### src/rtl/nsng_pkg.sv
// ----------------------------------------------------------------------------
// nsng_pkg: shared types and codes for the next-smaller-of-next-greater unit
// Holds the stack command bundle and the compare mode codes that the
// sequencer, the compare unit and the index stack all use.
// ----------------------------------------------------------------------------
package nsng_pkg;

  // Command bundle from the sequencer to the index stack.
  // Clear wins over push, and push wins over pop.
  typedef struct packed {
    logic clear;
    logic push;
    logic pop;
  } stack_cmd_t;

  // Selects which strict relation the shared compare unit tests.
  typedef logic cmp_mode_t;

  localparam cmp_mode_t CMP_GT = 1'b0;  // a > b, used while loading
  localparam cmp_mode_t CMP_LT = 1'b1;  // a < b, used in the smaller pass

endpackage

### src/rtl/nsng_cmp.sv
// ----------------------------------------------------------------------------
// nsng_cmp: shared signed compare unit
// One signed two's complement compare that serves both stack passes; the mode
// picks strictly-greater or strictly-less.
// ----------------------------------------------------------------------------
module nsng_cmp #(
  parameter int DATA_WIDTH = 16
) (
  input  nsng_pkg::cmp_mode_t     mode,
  input  logic [DATA_WIDTH-1:0]   a,
  input  logic [DATA_WIDTH-1:0]   b,
  output logic                    hit
);
  import nsng_pkg::*;

  logic a_lt_b;

  // Both operands are two's complement.
  assign a_lt_b = $signed(a) < $signed(b);

  // Strictly greater is neither less nor equal.
  always_comb begin
    case (mode)
      CMP_LT:  hit = a_lt_b;
      default: hit = !a_lt_b && (a != b);
    endcase
  end

endmodule

### src/rtl/nsng_stack.sv
// ----------------------------------------------------------------------------
// nsng_stack: monotonic index stack
// Holds position and value pairs. The top entry lives in registers; the
// entries below it sit in a memory with a registered read, so a pop or a
// push can be issued in every cycle.
// ----------------------------------------------------------------------------
module nsng_stack #(
  parameter int MAX_LEN    = 64,
  parameter int DATA_WIDTH = 16
) (
  input  logic                         clk,
  input  logic                         rst,
  input  nsng_pkg::stack_cmd_t         cmd,
  input  logic [$clog2(MAX_LEN)-1:0]   push_idx,
  input  logic [DATA_WIDTH-1:0]        push_val,
  output logic [$clog2(MAX_LEN)-1:0]   top_idx,
  output logic [DATA_WIDTH-1:0]        top_val,
  output logic                         empty
);
  import nsng_pkg::*;

  localparam int IW   = $clog2(MAX_LEN);
  localparam int DEPW = $clog2(MAX_LEN + 1);
  localparam int EW   = IW + DATA_WIDTH;

  logic [EW-1:0]   mem [MAX_LEN];
  logic [EW-1:0]   top_q;
  logic [EW-1:0]   rd_q;
  logic [EW-1:0]   cur_top;
  logic [DEPW-1:0] depth;
  logic [DEPW-1:0] wr_ptr;
  logic [DEPW-1:0] rd_ptr;
  logic            pend;

  // After a pop the new top is still in the read register.
  assign cur_top = pend ? rd_q : top_q;
  assign top_idx = cur_top[EW-1:DATA_WIDTH];
  assign top_val = cur_top[DATA_WIDTH-1:0];
  assign empty   = (depth == '0);

  // The old top moves down to slot depth-1; a pop fetches slot depth-2.
  assign wr_ptr = depth - DEPW'(1);
  assign rd_ptr = depth - DEPW'(2);

  // Depth and pending-read control.
  always_ff @(posedge clk) begin
    if (rst) begin
      depth <= '0;
      pend  <= 1'b0;
    end else if (cmd.clear) begin
      depth <= '0;
      pend  <= 1'b0;
    end else if (cmd.push) begin
      depth <= depth + DEPW'(1);
      pend  <= 1'b0;
    end else if (cmd.pop) begin
      depth <= depth - DEPW'(1);
      pend  <= 1'b1;
    end else begin
      pend  <= 1'b0;
    end
  end

  // Stack memory, top register and registered read.
  always_ff @(posedge clk) begin
    if (cmd.push) begin
      if (depth != '0) begin
        mem[wr_ptr[IW-1:0]] <= cur_top;
      end
      top_q <= {push_idx, push_val};
    end else if (cmd.pop) begin
      rd_q <= mem[rd_ptr[IW-1:0]];
    end else if (pend) begin
      top_q <= rd_q;
    end
  end

endmodule

### src/rtl/next_smaller_of_next_greater_unit.sv
// Loading compares each element with the stack top, popping entries until it
// is pushed; each element is popped at most once, and a new element is taken
// only after the previous one has been pushed. The last element starts a
// second stack pass, then each result is fetched and held until the output
// side takes it. One shared compare unit sets the pace.
// Reset (rst, synchronous) empties the sequence and stack; memories keep data.
// ----------------------------------------------------------------------------
// next_smaller_of_next_greater_unit: next smaller of next greater element
// Loads a signed sequence, resolves each position's next greater element
// while loading, finds each next smaller value after the last element, and
// then streams one result per stored position.
// ----------------------------------------------------------------------------
module next_smaller_of_next_greater_unit #(
  parameter int MAX_LEN    = 64,
  parameter int DATA_WIDTH = 16
) (
  input  logic                                  clk,
  input  logic                                  rst,
  // Input requests.
  input  logic                                  s_axis_tvalid,
  output logic                                  s_axis_tready,
  input  logic [((DATA_WIDTH + 7) / 8) * 8-1:0] s_axis_tdata,  // sample_value
  input  logic                                  s_axis_tlast,  // is_last
  // Result requests.
  output logic                                  m_axis_tvalid,
  input  logic                                  m_axis_tready,
  output logic [((DATA_WIDTH + 7) / 8) * 8-1:0] m_axis_tdata,  // result_value
  output logic [1:0]                            m_axis_tuser,  // result_found, overflowed
  output logic                                  m_axis_tlast   // result_last
);
  import nsng_pkg::*;

  localparam int IW   = $clog2(MAX_LEN);
  localparam int DEPW = $clog2(MAX_LEN + 1);
  localparam int TDW  = ((DATA_WIDTH + 7) / 8) * 8;
  localparam int GW   = IW + 1;           // {has_greater, index}
  localparam int SW   = DATA_WIDTH + 1;   // {found, value}

  localparam logic [2:0] S_IDLE  = 3'd0;
  localparam logic [2:0] S_GLOAD = 3'd1;
  localparam logic [2:0] S_SRD   = 3'd2;
  localparam logic [2:0] S_SCMP  = 3'd3;
  localparam logic [2:0] S_ORD1  = 3'd4;
  localparam logic [2:0] S_ORD2  = 3'd5;
  localparam logic [2:0] S_OUT   = 3'd6;

  logic [2:0]            state;
  logic [DEPW-1:0]       count;
  logic [DEPW-1:0]       pos;
  logic [DEPW-1:0]       count_m1;
  logic                  ovf;
  logic                  last_q;
  logic [DATA_WIDTH-1:0] cur_val;

  logic [DATA_WIDTH-1:0] elem_mem [MAX_LEN];
  logic [GW-1:0]         gi_mem   [MAX_LEN];
  logic [SW-1:0]         sm_mem   [MAX_LEN];
  logic [DATA_WIDTH-1:0] elem_q;
  logic [GW-1:0]         gi_q;
  logic [SW-1:0]         sm_q;

  logic                  in_fire;
  logic                  out_fire;
  logic                  room;
  logic                  in_pass;
  logic                  pop_go;
  logic                  push_go;
  logic                  go_smaller;
  logic                  finish;
  logic                  is_final;
  logic                  found;

  cmp_mode_t             cmp_mode;
  logic [DATA_WIDTH-1:0] cmp_a;
  logic                  cmp_hit;

  stack_cmd_t            stk_cmd;
  logic [IW-1:0]         push_idx;
  logic [IW-1:0]         top_idx;
  logic [DATA_WIDTH-1:0] top_val;
  logic                  stk_empty;

  // Handshakes and position bookkeeping.
  assign s_axis_tready = (state == S_IDLE);
  assign in_fire       = s_axis_tvalid && s_axis_tready;
  assign m_axis_tvalid = (state == S_OUT);
  assign out_fire      = m_axis_tvalid && m_axis_tready;
  assign room          = (count < DEPW'(MAX_LEN));
  assign count_m1      = count - DEPW'(1);
  assign is_final      = (pos == count_m1);

  // Shared compare: loading tests greater, the smaller pass tests less.
  assign in_pass  = (state == S_GLOAD) || (state == S_SCMP);
  assign cmp_mode = (state == S_SCMP) ? CMP_LT : CMP_GT;
  assign cmp_a    = (state == S_SCMP) ? elem_q : cur_val;

  nsng_cmp #(
    .DATA_WIDTH(DATA_WIDTH)
  ) u_cmp (
    .mode(cmp_mode),
    .a   (cmp_a),
    .b   (top_val),
    .hit (cmp_hit)
  );

  // Pop while the top loses to the current element, otherwise push it.
  assign pop_go     = in_pass && !stk_empty && cmp_hit;
  assign push_go    = in_pass && !pop_go;
  assign go_smaller = (in_fire && !room && s_axis_tlast) ||
                      ((state == S_GLOAD) && push_go && last_q);
  assign finish     = out_fire && is_final;
  assign push_idx   = (state == S_SCMP) ? pos[IW-1:0] : count[IW-1:0];

  always_comb begin
    stk_cmd.clear = go_smaller || finish;
    stk_cmd.push  = push_go;
    stk_cmd.pop   = pop_go;
  end

  nsng_stack #(
    .MAX_LEN   (MAX_LEN),
    .DATA_WIDTH(DATA_WIDTH)
  ) u_stack (
    .clk     (clk),
    .rst     (rst),
    .cmd     (stk_cmd),
    .push_idx(push_idx),
    .push_val(cmp_a),
    .top_idx (top_idx),
    .top_val (top_val),
    .empty   (stk_empty)
  );

  // Sequencer.
  always_ff @(posedge clk) begin
    if (rst) begin
      state <= S_IDLE;
      count <= '0;
      pos   <= '0;
      ovf   <= 1'b0;
    end else begin
      case (state)
        S_IDLE: begin
          if (in_fire) begin
            if (room) begin
              state <= S_GLOAD;
            end else begin
              ovf <= 1'b1;
              if (s_axis_tlast) begin
                pos   <= '0;
                state <= S_SRD;
              end
            end
          end
        end
        S_GLOAD: begin
          if (push_go) begin
            count <= count + DEPW'(1);
            if (last_q) begin
              pos   <= '0;
              state <= S_SRD;
            end else begin
              state <= S_IDLE;
            end
          end
        end
        S_SRD: begin
          state <= S_SCMP;
        end
        S_SCMP: begin
          if (push_go) begin
            if (is_final) begin
              pos   <= '0;
              state <= S_ORD1;
            end else begin
              pos   <= pos + DEPW'(1);
              state <= S_SRD;
            end
          end
        end
        S_ORD1: begin
          state <= S_ORD2;
        end
        S_ORD2: begin
          state <= S_OUT;
        end
        S_OUT: begin
          if (out_fire) begin
            if (is_final) begin
              count <= '0;
              ovf   <= 1'b0;
              state <= S_IDLE;
            end else begin
              pos   <= pos + DEPW'(1);
              state <= S_ORD1;
            end
          end
        end
        default: begin
          state <= S_IDLE;
        end
      endcase
    end
  end

  // Captured request fields.
  always_ff @(posedge clk) begin
    if (in_fire) begin
      cur_val <= s_axis_tdata[DATA_WIDTH-1:0];
      last_q  <= s_axis_tlast;
    end
  end

  // Element store: written on load, read once per position in the smaller pass.
  always_ff @(posedge clk) begin
    if (in_fire && room) begin
      elem_mem[count[IW-1:0]] <= s_axis_tdata[DATA_WIDTH-1:0];
    end
    if (state == S_SRD) begin
      elem_q <= elem_mem[pos[IW-1:0]];
    end
  end

  // Next-greater table: a popped entry learns its greater, a pushed one starts empty.
  always_ff @(posedge clk) begin
    if ((state == S_GLOAD) && pop_go) begin
      gi_mem[top_idx] <= {1'b1, count[IW-1:0]};
    end else if ((state == S_GLOAD) && push_go) begin
      gi_mem[count[IW-1:0]] <= {1'b0, count[IW-1:0]};
    end
    if (state == S_ORD1) begin
      gi_q <= gi_mem[pos[IW-1:0]];
    end
  end

  // Next-smaller table, filled the same way in the second pass.
  always_ff @(posedge clk) begin
    if ((state == S_SCMP) && pop_go) begin
      sm_mem[top_idx] <= {1'b1, elem_q};
    end else if ((state == S_SCMP) && push_go) begin
      sm_mem[pos[IW-1:0]] <= {1'b0, elem_q};
    end
    if (state == S_ORD2) begin
      sm_q <= sm_mem[gi_q[IW-1:0]];
    end
  end

  // Result formatting; a missing element reads as minus one.
  assign found        = gi_q[GW-1] && sm_q[SW-1];
  assign m_axis_tdata = TDW'(found ? sm_q[DATA_WIDTH-1:0] : {DATA_WIDTH{1'b1}});
  assign m_axis_tuser = {ovf, found};
  assign m_axis_tlast = is_final;

`ifndef SYNTHESIS
  // The stack never gets a push and a pop in the same cycle.
  assert property (@(posedge clk) disable iff (rst)
    !(stk_cmd.push && stk_cmd.pop))
    else $error("stack push and pop issued together");

  // The stored count never passes the capacity.
  assert property (@(posedge clk) disable iff (rst)
    count <= DEPW'(MAX_LEN))
    else $error("element count beyond capacity");

  // Results only exist for a nonempty stored sequence.
  assert property (@(posedge clk) disable iff (rst)
    m_axis_tvalid |-> (count != '0))
    else $error("result presented with no stored elements");

  // Taking the final result returns the block to an empty idle state.
  assert property (@(posedge clk) disable iff (rst)
    (out_fire && m_axis_tlast) |=> (s_axis_tready && (count == '0) && !ovf))
    else $error("block not cleared after final result");

  // Input and output sides never both active.
  assert property (@(posedge clk) disable iff (rst)
    !(s_axis_tready && m_axis_tvalid))
    else $error("input accepted while a result is pending");
`endif

endmodule
### config.mk
export PLATFORM = sky130hd
export DESIGN_NAME = next_smaller_of_next_greater_unit
export DESIGN_NICKNAME = d
export VERILOG_FILES = /design/src/rtl/nsng_pkg.sv /design/src/rtl/nsng_cmp.sv /design/src/rtl/nsng_stack.sv /design/src/rtl/next_smaller_of_next_greater_unit.sv
export SDC_FILE = /design/constraint.sdc
export NUM_CORES = 2
export LEC_CHECK = 0
export BUFFER_PORTS_ARGS = -buffer_cell sky130_fd_sc_hd__buf_2
export CAP_MARGIN = 20
export CORE_MARGIN = 5
export CORE_UTILIZATION = 39
export CTS_CLUSTER_SIZE = 30
export DETAILED_ROUTE_END_ITERATION = 6
export HOLD_SLACK_MARGIN = 0.06
export PLACE_DENSITY = 0.57
export SKIP_CTS_REPAIR_TIMING = 1
export SYNTH_ARGS = -nofsm -noshare
export SYNTH_HDL_FRONTEND = slang
export SYNTH_SLANG_ARGS = --single-unit
### constraint.sdc
create_clock -name clk -period 15.05 [get_ports clk]
set_input_delay 1.505 -clock clk [delete_from_list [all_inputs] [get_ports clk]]
set_output_delay 1.505 -clock clk [all_outputs]
set_load 0.01 [all_outputs]
==> metrics.csv <==
stage,metric,value,unit
run_status,status,completed,
critical_path,critical path class,register to register,
sta,final setup vio count,0,
synthesis,"Seq/Total Area, Yosys",77.47,%
detailed_routing,metal1 wirelength,169100,um
detailed_routing,DR pass1 iterations,6,
synthesis,Async SR Flop Fraction,0,%
sta,Max-slew headroom,17.70,%
run,max_cap viols,0,
global_route,first-pass GRT wire length,559200,um
sta,Tightest Pin Transition,1.227,ns
placement,RePlAce Congestion,0.8484,
sta,Slew Limit Fails,0,
sta,period utilization,45.32,%
layout,Final nets,7098,
placement,dpl cell area,0.1671,sq mm
critical_path,r2r worst-path depth,16,
pwr,Sequential Power Share,46.0,%
layout,layout cells sized above 1,33.78,%
layout,P&R area growth vs syn,13.98,%
synthesis,post-synthesis cell type count,76,
min_path,Hold Crit Start,pos[6]$_SDFFE_PP0P_,
synthesis,syn avg cell area,23.91,sq um
sta,setup TNS,0,ns
cts,H-tree levels,5,
global_route,initial antenna violation count,18,
cts,latest clock arrival within the worst-skew pair,0.96,ns
detailed_routing,initial DRC count,8249,
pwr,VDD IR max,0.0002209,V
synthesis,syn nets,6671,
floorplan,die area,0.4190,sq mm
synthesis,Syn. warnings,0,
placement,DP Wirelength,228300,um
detailed_routing,routed vias,72454,
layout,final instance area,0.1806,sq mm
floorplan,# IOs,42,
synthesis,Syn Std Cell Area,0.1584,sq mm
global_route,grt ovf,0,
cts,Clock Tree Root,clkbuf_16,
cts,maximum clock insertion buffer count,4,
pwr,Final Power,30.63,mW
detailed_routing,DR DRC count,0,
layout,fin cells,12831,
sta,"Hold Vio Cnt, Final",0,
floorplan,Core Area,0.4055,sq mm
layout,most frequent cells in the layout,"edfxtp_1 (4069), mux4_2 (1280), clkbuf_16 (417)",
synthesis,Synth Flop Type,edfxtp_1,
critical_path,largest fanout on the critical path,53,
pwr,Clk pwr share,33.0,%
pwr,switching share of power,29.26,%
detailed_routing,drt wl/cell,30.54,um
critical_path,CP most frequent cell,nand2_1,
detailed_routing,met2 wire len,185300,um
critical_path,crit-path cells,and2b_1 -> and2_1 -> nand2_1 -> nand2_1 -> ha_1 -> a41oi_1 -> o21ai_0 -> a22o_1 -> nor4_1 -> o31a_1 -> inv_2 -> buf_4 -> nor3_1 -> a31oi_4 -> buf_16 -> nor2_2,
min_path,Worst Hold Path EP,pos[6]$_SDFFE_PP0P_,
floorplan,Initial Util,39.06,%
synthesis,Post-synth EDFFs,4069,
critical_path,kind of start point of the critical path,register,
floorplan,row cnt,234,
detailed_routing,via/cell ratio,5.647,
sta,RSZ-0062 raised after global routing,false,
critical_path,FF-to-FF setup slack,8.23,ns
pwr,Int Power,21.67,mW
cts,Clock transition at path regs,0.06,ns
cts,CTS Buf Count,414,
critical_path,Reg2Reg Launch Point,state[2]$_SDFFE_PP0P_,
placement,number of port buffers,41,
critical_path,reg-to-reg endpoint,sm_mem[60][5]$_DFFE_PP_,
floorplan,die height,647.3,um
cts,Num Clock Sinks,4095,
pwr,Static Leak,54.15,nW
synthesis,Mapped Cells,6625,
critical_path,Slowest cell on crit path,and2_1,
global_route,vias in the first global route,72724,
placement,Inst Count DP,12056,
sta,Max Fclk,0.1466,GHz
layout,fill count,33602,
global_route,GRT Util Overall,18.41,%
floorplan,die width,647.3,um
min_path,HP Class,register to register,
detailed_routing,total wire length,391800,um
detailed_routing,DR top layer,met4,
layout,"most common cell after layout, fill and taps aside",edfxtp_1,
sta,Tmin final,6.821,ns
critical_path,CP max stage delay,0.87,ns
min_path,cell depth of the worst hold path,2,
critical_path,WP data required,15.60,ns
sta,Clock Skews,0.06472,ns
pwr,P_sw,8.964,mW
pwr,Gate power share,21.0,%
critical_path,Buf/Inv on CP,3,
detailed_routing,met3 wire len,25760,um
critical_path,Worst setup EP type,register,
critical_path,Worst EP arrival,7.37,ns
detailed_routing,ANT nets after route,0,
synthesis,#FFs+latches synth,4095,
pwr,PwrDens,169.7,mW/mm^2
critical_path,kind of cell adding the most delay to the critical path,simple AND/OR/NAND/NOR gates,
global_route,largest net degree at the start of global routing,154,
cts,CTS tree,yes,
stage by stage:
step / setup WS [ns] / utilization, % / hold WS (ns)
floorplan: 9.372 / - / 0.4380
global placement: 8.487 / 41.20 / 0.4914
detailed placement: 8.330 / 41.21 / 0.5102
CTS: 8.237 / 44.49 / 0.5171
global route: 7.832 / 44.52 / 0.5753
finish: 8.229 / 44.53 / 0.5240
worst reg2reg max path, delay by kind of cell (launching register included):
| family | cells | cell delay (ns) |
|---|---|---|
| simple gates | 7 | 3.09 |
| compound gates | 5 | 1.50 |
| buf+inv | 3 | 1.11 |
| flops | 1 | 0.44 |
| fa+ha+maj | 1 | 0.27 |
final cells by class:
| type | instances | area (sq um) | area share [%] |
|---|---|---|---|
| tap | 5428 | 6792 | 3.762 |
| sequential | 4095 | 122700 | 67.98 |
| clock buffer | 504 | 10760 | 5.960 |
| clock inverter | 255 | 2540 | 1.407 |
| multi-input combinational | 2117 | 34600 | 19.16 |
| antenna | 8 | 20.02 | 0.01109 |
| inverter | 45 | 178.9 | 0.09910 |
| timing repair buffer | 379 | 2923 | 1.619 |
flip-flops by register name, indices dropped and copies added, names as in the netlist:
register and cells:
u_stack.mem 1408, sm_mem 1088, elem_mem 1024, gi_mem 448, u_stack.rd_q 22, u_stack.top_q 22, sm_q 17, cur_val 16
elem_q 16, count 7, gi_q 7, pos 7, u_stack.depth 7, state 3, last_q 1, ovf 1
u_stack.pend 1
power groups by stage:
stage	clock network [mW]	logic (mW)	registers, mW
floorplan	0	3.54	14.3
global placement	0	6.34	14.3
detailed placement	0	6.45	14.3
CTS	10.3	6.45	14.1
global route	10.8	6.74	14.1
finish	10.1	6.42	14.1
Yosys cell counts (8+ instances only):
master       n  area share [%]
edfxtp_1  4069              77
mux4_2    1280              18
clkbuf_1   210            0.50
nor2_1     176            0.42
nor3_1     131            0.41
buf_1       94            0.22
nand2_1     91            0.22
a21oi_1     59            0.19
mux2i_1     57            0.36
buf_2       43            0.14
inv_1       40           0.095
nor2b_1     29            0.11
dfxtp_1     26            0.33
ha_1        25            0.20
a211oi_1    23            0.11
nand3_1     19           0.060
mux2_2      17            0.12
nand4_1     17           0.067
xnor2_1     17           0.094
buf_4       16           0.076
nor4_1      16           0.063
o21ai_0     16           0.051
or2_2       16           0.063
a31oi_1     11           0.043
nor3b_1     10           0.047
nor3_2       9           0.057
and3_1       8           0.032
xor2_1       8           0.044
per-layer routing:
metal	global-route usage (%)	up-vias
met1	27.24	39658
met2	28.70	2814
met3	2.718	508
met5	0	-
li1	-	29474
met4	5.056	0
worst max path at each step:
stage / startpoint / end / slack (ns) / depth (start not counted)
3_5_place_dp: state[2]$_SDFFE_PP0P_ / sm_mem[60][13]$_DFFE_PP_ / 8.33 / 14
5_1_grt: state[0]$_SDFFE_PP0P_ / sm_mem[61][12]$_DFFE_PP_ / 7.83 / 16
6_report: state[2]$_SDFFE_PP0P_ / sm_mem[60][5]$_DFFE_PP_ / 8.23 / 16
3_3_place_gp: state[2]$_SDFFE_PP0P_ / sm_mem[10][10]$_DFFE_PP_ / 8.49 / 15
2_1_floorplan: u_stack.pend$_SDFF_PP0_ / sm_mem[40][0]$_DFFE_PP_ / 9.37 / 15
4_1_cts: state[2]$_SDFFE_PP0P_ / sm_mem[60][5]$_DFFE_PP_ / 8.24 / 14
cell families after synthesis:
kind of cell	after synthesis	share of synthesized area, %
AO/OA/AOI/OAI	163	0.7551
XOR/XNOR	25	0.1382
adder cells (fa/ha/maj)	25	0.1975
buffers and inverters	413	1.074
flip-flops	4095	77.47
multiplexers	1354	18.68
AND/OR/NAND/NOR	550	1.690
No activity file was read; power rests on OpenSTA's default activity.
